### src/hdl/assert_macros.svh
// ---------------------------------------------------------------------------
// assert_macros.svh
// Shared assertion macros for the frame parser.
// ---------------------------------------------------------------------------
`ifndef ASSERT_MACROS_SVH
`define ASSERT_MACROS_SVH

// Generic clocked assertion with a synchronous active-low reset.
`define SCFP_ASSERT_CLK(lbl, clk, rst_n, prop) \
    lbl: assert property (@(posedge clk) disable iff (!rst_n) (prop)) \
        else $error("scfp assertion failed");

// Shorthand on the block clock and reset.
`define SCFP_ASSERT(lbl, prop) \
    `SCFP_ASSERT_CLK(lbl, i_clk, i_rst_n, prop)

`endif

### src/hdl/scfp_pkg.sv
// ---------------------------------------------------------------------------
// scfp_pkg
// Types and constants shared by the serial command frame parser.
// ---------------------------------------------------------------------------
package scfp_pkg;

    // Register map: index is paddr[2]
    localparam int unsigned ADDR_W       = 3;
    localparam logic [0:0]  CFG_IDX_START = 1'b0;
    localparam logic [0:0]  CFG_IDX_END   = 1'b1;

    localparam logic [7:0] START_BYTE_RST = 8'd36;  // '$'
    localparam logic [7:0] END_BYTE_RST   = 8'd35;  // '#'

    // Frame characters
    localparam logic [7:0] CH_ZERO = 8'h30;
    localparam logic [7:0] CH_ONE  = 8'h31;
    localparam logic [7:0] CH_NINE = 8'h39;
    localparam logic [7:0] CH_M    = 8'h4D;
    localparam logic [7:0] CH_C    = 8'h43;
    localparam logic [7:0] CH_T    = 8'h54;
    localparam logic [7:0] CH_F    = 8'h46;
    localparam logic [7:0] CH_B    = 8'h42;
    localparam logic [7:0] CH_R    = 8'h52;
    localparam logic [7:0] CH_L    = 8'h4C;

    // Output codes
    localparam logic KIND_CMD  = 1'b0;
    localparam logic KIND_MOVE = 1'b1;

    localparam logic [1:0] CMD_M = 2'd0;
    localparam logic [1:0] CMD_C = 2'd1;
    localparam logic [1:0] CMD_T = 2'd2;

    localparam logic [1:0] DIR_F = 2'd0;
    localparam logic [1:0] DIR_B = 2'd1;
    localparam logic [1:0] DIR_R = 2'd2;
    localparam logic [1:0] DIR_L = 2'd3;

    typedef struct packed {
        logic [7:0] start_byte;
        logic [7:0] end_byte;
    } t_cfg;

    typedef struct packed {
        logic       frame_done;
        logic       frame_kind;
        logic [1:0] command_code;
        logic [1:0] move_direction;
        logic [6:0] move_speed;
        logic       parse_error;
    } t_result;

endpackage

### src/hdl/scfp_cfg_regs.sv
// ---------------------------------------------------------------------------
// scfp_cfg_regs
// APB register file holding the start and end delimiter bytes.
// ---------------------------------------------------------------------------
module scfp_cfg_regs (
    input  logic                        i_clk,
    input  logic                        i_rst_n,
    input  logic                        psel,
    input  logic                        penable,
    input  logic                        pwrite,
    input  logic [scfp_pkg::ADDR_W-1:0] paddr,
    input  logic [31:0]                 pwdata,
    output logic [31:0]                 prdata,
    output logic                        pready,
    output scfp_pkg::t_cfg              o_cfg
);

    logic [7:0] r_start_byte;
    logic [7:0] r_end_byte;
    logic       wr_en;

    assign pready = 1'b1;
    assign wr_en  = psel && penable && pwrite;

    always_ff @(posedge i_clk) begin
        if (!i_rst_n) begin
            r_start_byte <= scfp_pkg::START_BYTE_RST;
            r_end_byte   <= scfp_pkg::END_BYTE_RST;
        end else if (wr_en) begin
            case (paddr[2])
                scfp_pkg::CFG_IDX_START: r_start_byte <= pwdata[7:0];
                scfp_pkg::CFG_IDX_END:   r_end_byte   <= pwdata[7:0];
                default: ;
            endcase
        end
    end

    always_comb begin
        case (paddr[2])
            scfp_pkg::CFG_IDX_START: prdata = {24'd0, r_start_byte};
            scfp_pkg::CFG_IDX_END:   prdata = {24'd0, r_end_byte};
            default:                 prdata = 32'd0;
        endcase
    end

    assign o_cfg.start_byte = r_start_byte;
    assign o_cfg.end_byte   = r_end_byte;

endmodule

### src/hdl/scfp_parser.sv
// ---------------------------------------------------------------------------
// scfp_parser
// Per-beat frame state machine with a registered result stage.
// ---------------------------------------------------------------------------
module scfp_parser (
    input  logic              i_clk,
    input  logic              i_rst_n,
    input  scfp_pkg::t_cfg    i_cfg,
    input  logic              i_rx_valid,
    input  logic [7:0]        i_rx_byte,
    output logic              o_rx_ready,
    output logic              o_res_valid,
    input  logic              i_res_ready,
    output scfp_pkg::t_result o_res
);

    typedef enum logic [2:0] {
        PH_START = 3'd0,
        PH_TYPE  = 3'd1,
        PH_VEL1  = 3'd2,
        PH_VEL2  = 3'd3,
        PH_END   = 3'd4
    } t_phase;

    t_phase            r_phase,  n_phase;
    logic              r_kind,   n_kind;
    logic [1:0]        r_cmd,    n_cmd;
    logic [1:0]        r_dir,    n_dir;
    logic [6:0]        r_speed,  n_speed;
    logic              r_res_valid;
    scfp_pkg::t_result r_res,    n_res;

    logic       accept;
    logic       done;
    logic       err;
    logic [6:0] digit;
    logic       is_digit;

    assign o_rx_ready = !r_res_valid || i_res_ready;
    assign accept     = i_rx_valid && o_rx_ready;

    // ASCII digits sit at 0x30..0x39, so the low nibble is the value
    assign digit    = {3'b000, i_rx_byte[3:0]};
    assign is_digit = i_rx_byte inside {[scfp_pkg::CH_ZERO:scfp_pkg::CH_NINE]};

    always_comb begin
        n_phase = r_phase;
        n_kind  = r_kind;
        n_cmd   = r_cmd;
        n_dir   = r_dir;
        n_speed = r_speed;
        done    = 1'b0;
        err     = 1'b0;

        case (r_phase)
            PH_TYPE: begin
                n_phase = PH_END;
                case (i_rx_byte)
                    scfp_pkg::CH_M: begin
                        n_kind = scfp_pkg::KIND_CMD;
                        n_cmd  = scfp_pkg::CMD_M;
                    end
                    scfp_pkg::CH_C: begin
                        n_kind = scfp_pkg::KIND_CMD;
                        n_cmd  = scfp_pkg::CMD_C;
                    end
                    scfp_pkg::CH_T: begin
                        n_kind = scfp_pkg::KIND_CMD;
                        n_cmd  = scfp_pkg::CMD_T;
                    end
                    scfp_pkg::CH_F: begin
                        n_kind  = scfp_pkg::KIND_MOVE;
                        n_dir   = scfp_pkg::DIR_F;
                        n_phase = PH_VEL1;
                    end
                    scfp_pkg::CH_B: begin
                        n_kind  = scfp_pkg::KIND_MOVE;
                        n_dir   = scfp_pkg::DIR_B;
                        n_phase = PH_VEL1;
                    end
                    scfp_pkg::CH_R: begin
                        n_kind  = scfp_pkg::KIND_MOVE;
                        n_dir   = scfp_pkg::DIR_R;
                        n_phase = PH_VEL1;
                    end
                    scfp_pkg::CH_L: begin
                        n_kind  = scfp_pkg::KIND_MOVE;
                        n_dir   = scfp_pkg::DIR_L;
                        n_phase = PH_VEL1;
                    end
                    default: err = 1'b1;
                endcase
            end
            PH_VEL1: begin
                if (i_rx_byte == scfp_pkg::CH_ZERO) begin
                    n_speed = 7'd0;
                    n_phase = PH_END;
                end else if (is_digit) begin
                    // tens digit: d*10 = d*8 + d*2
                    n_speed = (digit << 3) + (digit << 1);
                    n_phase = PH_VEL2;
                end else begin
                    err = 1'b1;
                end
            end
            PH_VEL2: begin
                if (is_digit) begin
                    n_speed = r_speed + digit;
                    n_phase = PH_END;
                end else begin
                    err = 1'b1;
                end
            end
            PH_END: begin
                if (i_rx_byte == i_cfg.end_byte) begin
                    done    = 1'b1;
                    n_phase = PH_START;
                end else begin
                    err = 1'b1;
                end
            end
            default: begin
                // waiting for start; unused codes behave the same
                if (i_rx_byte == i_cfg.start_byte) begin
                    n_kind  = 1'b0;
                    n_cmd   = 2'd0;
                    n_dir   = 2'd0;
                    n_speed = 7'd0;
                    n_phase = PH_TYPE;
                end else begin
                    n_phase = PH_START;
                end
            end
        endcase

        if (err) begin
            n_phase = PH_START;
        end

        n_res                = '0;
        n_res.frame_done     = done;
        n_res.parse_error    = err;
        if (done) begin
            n_res.frame_kind = n_kind;
            if (n_kind == scfp_pkg::KIND_MOVE) begin
                n_res.move_direction = n_dir;
                n_res.move_speed     = n_speed;
            end else begin
                n_res.command_code   = n_cmd;
            end
        end
    end

    always_ff @(posedge i_clk) begin
        if (!i_rst_n) begin
            r_phase     <= PH_START;
            r_kind      <= 1'b0;
            r_cmd       <= 2'd0;
            r_dir       <= 2'd0;
            r_speed     <= 7'd0;
            r_res_valid <= 1'b0;
        end else begin
            if (accept) begin
                r_phase     <= n_phase;
                r_kind      <= n_kind;
                r_cmd       <= n_cmd;
                r_dir       <= n_dir;
                r_speed     <= n_speed;
                r_res_valid <= 1'b1;
                r_res       <= n_res;
            end else if (i_res_ready) begin
                r_res_valid <= 1'b0;
            end
        end
    end

    assign o_res_valid = r_res_valid;
    assign o_res       = r_res;

endmodule

### src/hdl/serial_command_frame_parser_core.sv
// ---------------------------------------------------------------------------
// serial_command_frame_parser_core
// Byte-stream parser for start/type/speed/end command frames.
// ---------------------------------------------------------------------------
//
//  Channel   Direction  Handshake                  Payload
//  -------   ---------  -------------------------  ---------------------------
//  rx        in         i_rx_valid / o_rx_ready    i_rx_byte
//  result    out        o_res_valid / i_res_ready  frame_done, kind, code,
//                                                  direction, speed, error
//  config    in         APB (psel/penable/pready)  start_byte @0, end_byte @4
//
//  One beat per cycle while the sink takes results; each rx beat yields one
//  result beat in the next cycle, out of the single result register.
//  The result register frees in the same cycle it is taken, so rx stays
//  ready back to back as long as the sink keeps i_res_ready high.
//  A stalled result holds and blocks rx until the sink takes it.
//  Synchronous active-low reset: parser waits for a start byte, delimiters
//  return to '$' and '#', no result pending.
// ---------------------------------------------------------------------------
`include "assert_macros.svh"

module serial_command_frame_parser_core (
    input  logic                        i_clk,
    input  logic                        i_rst_n,

    // APB configuration
    input  logic                        psel,
    input  logic                        penable,
    input  logic                        pwrite,
    input  logic [scfp_pkg::ADDR_W-1:0] paddr,
    input  logic [31:0]                 pwdata,
    output logic [31:0]                 prdata,
    output logic                        pready,

    // received byte stream
    input  logic                        i_rx_valid,
    output logic                        o_rx_ready,
    input  logic [7:0]                  i_rx_byte,

    // parse results
    output logic                        o_res_valid,
    input  logic                        i_res_ready,
    output logic                        o_frame_done,
    output logic                        o_frame_kind,
    output logic [1:0]                  o_command_code,
    output logic [1:0]                  o_move_direction,
    output logic [6:0]                  o_move_speed,
    output logic                        o_parse_error
);

    scfp_pkg::t_cfg    cfg;
    scfp_pkg::t_result res;

    // Delimiter registers; the user must write them only while the parser is idle, the block does not enforce it.
    scfp_cfg_regs u_cfg_regs (
        .i_clk   (i_clk),
        .i_rst_n (i_rst_n),
        .psel    (psel),
        .penable (penable),
        .pwrite  (pwrite),
        .paddr   (paddr),
        .pwdata  (pwdata),
        .prdata  (prdata),
        .pready  (pready),
        .o_cfg   (cfg)
    );

    // Phase FSM, held frame fields and the result register.
    scfp_parser u_parser (
        .i_clk       (i_clk),
        .i_rst_n     (i_rst_n),
        .i_cfg       (cfg),
        .i_rx_valid  (i_rx_valid),
        .i_rx_byte   (i_rx_byte),
        .o_rx_ready  (o_rx_ready),
        .o_res_valid (o_res_valid),
        .i_res_ready (i_res_ready),
        .o_res       (res)
    );

    // Unpack the result beat onto the field ports
    assign o_frame_done     = res.frame_done;
    assign o_frame_kind     = res.frame_kind;
    assign o_command_code   = res.command_code;
    assign o_move_direction = res.move_direction;
    assign o_move_speed     = res.move_speed;
    assign o_parse_error    = res.parse_error;

    // A byte can close a frame or break it, never both
    `SCFP_ASSERT(a_done_err_excl, o_res_valid |-> !(o_frame_done && o_parse_error))

    // Non-completing beats carry zeroed frame fields
    `SCFP_ASSERT(a_idle_fields_zero, (o_res_valid && !o_frame_done) |-> ((o_frame_kind == 1'b0) && (o_command_code == 2'd0) && (o_move_direction == 2'd0) && (o_move_speed == 7'd0)))

    // Command frames report no direction or speed
    `SCFP_ASSERT(a_cmd_no_move, (o_res_valid && o_frame_done && !o_frame_kind) |-> ((o_move_direction == 2'd0) && (o_move_speed == 7'd0)))

    // A stalled result must back-pressure the rx side
    `SCFP_ASSERT(a_stall_blocks_rx, (o_res_valid && !i_res_ready) |-> !o_rx_ready)

endmodule

### config.mk
export PLATFORM = sky130hd
export DESIGN_NAME = serial_command_frame_parser_core
export DESIGN_NICKNAME = d
export VERILOG_FILES = /design/src/hdl/scfp_pkg.sv /design/src/hdl/scfp_cfg_regs.sv /design/src/hdl/scfp_parser.sv /design/src/hdl/serial_command_frame_parser_core.sv
export VERILOG_INCLUDE_DIRS = /design/src /design/src/hdl
export SDC_FILE = /design/constraint.sdc
export NUM_CORES = 1
export LEC_CHECK = 0
export ABC_AREA = 1
export BUFFER_PORTS_ARGS = -buffer_cell sky130_fd_sc_hd__buf_2
export CORE_MARGIN = 2
export CORE_UTILIZATION = 45
export CTS_CLUSTER_DIAMETER = 50
export DETAILED_ROUTE_END_ITERATION = 10
export HOLD_SLACK_MARGIN = 0.02
export PLACE_DENSITY_LB_ADDON = 0.08
export SLEW_MARGIN = 25
export SYNTH_ARGS = -nofsm -noshare
export SYNTH_HDL_FRONTEND = slang
export SYNTH_SLANG_ARGS = --single-unit
### constraint.sdc
create_clock -name i_clk -period 2.76 [get_ports i_clk]
set_clock_uncertainty 0.1 [all_clocks]
set_input_delay 0.552 -clock i_clk [delete_from_list [all_inputs] [get_ports i_clk]]
set_output_delay 0.552 -clock i_clk [all_outputs]
set_load 0.01 [all_outputs]
==> metrics.csv <==
metric,value,unit
outcome,"finished, final reports clean",
WL/cell,11.2,um
initial antenna violation count,0,
Syn Area/Cell,6.58,sq um
layout overhead on the synthesized area,10.1,%
First-pass DRT Iterations,4,
pre-CTS setup slack,0.324,ns
area post-placement,3580,sq um
DP HPWL,5770,um
RD Place Congestion,0.843,
Synth async-reset ratio,0,%
"Slew Viols, Final",0,
vias in the first global route,2822,
final net count,613,
initial DRC count,137,
Leakage,0.00189,uW
Residual DRC,0,
pin count of the biggest net entering global routing,22,
cell taking the most area after synthesis,dfxtp_1,
clk root buf,clkbuf_8,
fin util,50.8,%
pwr/cell area,417,nW/um^2
Final Setup Violations,0,
Die X,90.0,um
HP Class,input port to flop,
die area,8110,sq um
Crit. End Element,flop,
Synth Flop Type,dfxtp_1,
Post-Syn Instances,506,
post-synth top area share,19.2,%
Port Buffers,47,
initial core utilization,46.2,%
via count,3061,
Critical Path AT,2.13,ns
f_max,0.461,GHz
worst-path fanout max,4,
"flops & latches, synth",46,
CP required,2.72,ns
clock tree buffer depth,2,
Post-synth EDFFs,14,
Post-Layout Inst Area,3670,sq um
"Setup Fix Bufs, Post-CTS",0,
Tmin final,2.17,ns
Clock Latency Late Sink,0.30,ns
"top cells by area, synth","dfxtp_1 (19%), nand2_1 (17%), edfxtp_1 (13%), nor2_1 (7.8%), nand3_1 (7.1%)",
Post-CTS Resized,0,
CTS Buf Count,5,
first-pass GRT wire length,12700,um
setup TNS,0,ns
WS Path Type,flop to flop,
Synth Warn #,0,
WL final,7310,um
num ports,99,
Post-DRT Antenna Nets,0,
most common cell in the netlist,nand2_1,
commonest cells in the netlist,"nand2_1 (147), nor2_1 (69), inv_1 (53)",
crit share post-route,78.6,%
diode count,0,
maximum vdd drop,0.218,mV
Post-Syn Area,3330,sq um
# hold bufs at CTS,0,
core area,7210,sq um
via/cell ratio,4.67,
Hold Fails Final Rpt,0,
CTS clock-pin slew for the worst setup and hold paths,0.09,ns
unrepaired setup endpoints after global routing,no,
share of layout cells above drive strength 1,15.3,%
Yosys cell types,32,
register area share after synthesis,31.9,%
# Max-Cap Violations,0,
CP Launch Type,flop,
H-Tree Depth,2,
Die H,90.0,um
row count,31,
Hold WS,0.374,ns
Tot GR Track Use,18.7,%
CTS tree,yes,
gr ovfl total,0,
Final Worst Setup Slack,0.591,ns
CTS sink cnt,46,
==> where the power goes <==
part	total, uW	switching, uW	internal, uW
sequential	758	29.9	728
clock	409	233	176
combinational	360	228	132
total	1530	491	1040
==> through the flow <==
| step | power, uW | std cells |
|---|---|---|
| after floorplan | 1060 | 529 |
| after global placement | 1130 | 647 |
| after detailed placement | 1130 | 647 |
| after global routing | 1620 | 655 |
| final | 1530 | 655 |
| after CTS | 1550 | 655 |
==> layer usage <==
metal  vias up  track usage (%)  part of all wire (%)
li1       1639                -                     -
met1      1335             23.6                    46
met2        80             33.0                    48
met3         7             3.19                   4.6
met4         0             5.13                   1.0
met5         -                0                     0
==> final timing paths <==
check                 startpoint                        to  depth (start not counted)  slack [ns]
min reg2reg      u_parser.r_kind           u_parser.r_kind                          2        0.39
min                    pwdata[1]  u_cfg_regs.r_end_byte[1]                          3        0.37
max reg2reg  u_parser.r_speed[0]         u_parser.o_res[5]                          9        0.59
max          u_parser.r_speed[0]         u_parser.o_res[5]                          9        0.59
==> cells by family (layout without fill, tap and decap cells) <==
kind of cell / Yosys count / in the layout / synth area share (%)
AO/OA/AOI/OAI: 39 / 39 / 6.27
AND/OR/NAND/NOR: 299 / 299 / 39.5
adder cells (fa/ha/maj): 8 / 8 / 3.46
other: 2 / 25 / 0.225
XOR/XNOR: 17 / 17 / 4.47
flip-flops: 46 / 46 / 31.9
buffers and inverters: 95 / 122 / 14.2
==> registers in the layout, indices dropped and copies added (netlist names) <==
signal,flops
u_parser.r_speed,7
u_parser.r_phase,3
u_parser.o_res_valid,1
u_parser.r_cmd,2
u_parser.o_res,14
u_cfg_regs.r_end_byte,8
u_parser.r_dir,2
u_cfg_regs.r_start_byte,8
u_parser.r_kind,1
==> worst max-delay path, cell delays in order (launching register included) <==
cell      delay [ns]
dfxtp_1         0.40
ha_1            0.25
inv_1           0.08
fa_1            0.44
o211ai_1        0.24
nand3_1         0.10
nand3_1         0.12
nand2_1         0.06
nor2_1          0.08
nor2_1          0.05
==> area by class of cell <==
cell class | count | area, sq um
clock buffer | 6 | 72.6
clock inverter | 2 | 10.0
fill | 776 | 3550
inverter | 59 | 221
multi-input combinational | 388 | 1880
sequential | 46 | 1060
tap | 99 | 124
timing repair buffer | 55 | 295
==> cells in the final DEF (no fill, tap or decap), types with 2 or more instances in the layout <==
| cell type | netlist | final |
|---|---|---|
| buf_2 | 1 | 47 |
| and3_1 | 2 | 2 |
| ha_1 | 6 | 6 |
| o21ai_0 | 20 | 20 |
| nor2_4 | 3 | 3 |
| edfxtp_1 | 14 | 14 |
| o21ai_1 | 2 | 2 |
| nand2_1 | 147 | 147 |
| nand2_2 | 7 | 7 |
| buf_4 | 29 | 8 |
| xnor2_1 | 17 | 17 |
| conb_1 | 2 | 25 |
| clkinv_1 | 3 | 3 |
| nor2_1 | 69 | 69 |
| a21oi_1 | 12 | 12 |
| nand4_1 | 9 | 9 |
| fa_1 | 2 | 2 |
| nand3_1 | 47 | 47 |
| and2_1 | 4 | 4 |
| o211ai_1 | 4 | 4 |
| nor2_2 | 5 | 5 |
| inv_1 | 53 | 53 |
| nor3_4 | 2 | 2 |
| clkbuf_8 | 0 | 5 |
| inv_2 | 3 | 3 |
| dfxtp_1 | 32 | 32 |
| clkinv_2 | 0 | 2 |
Note: power is estimated with default switching activity, not from simulation.
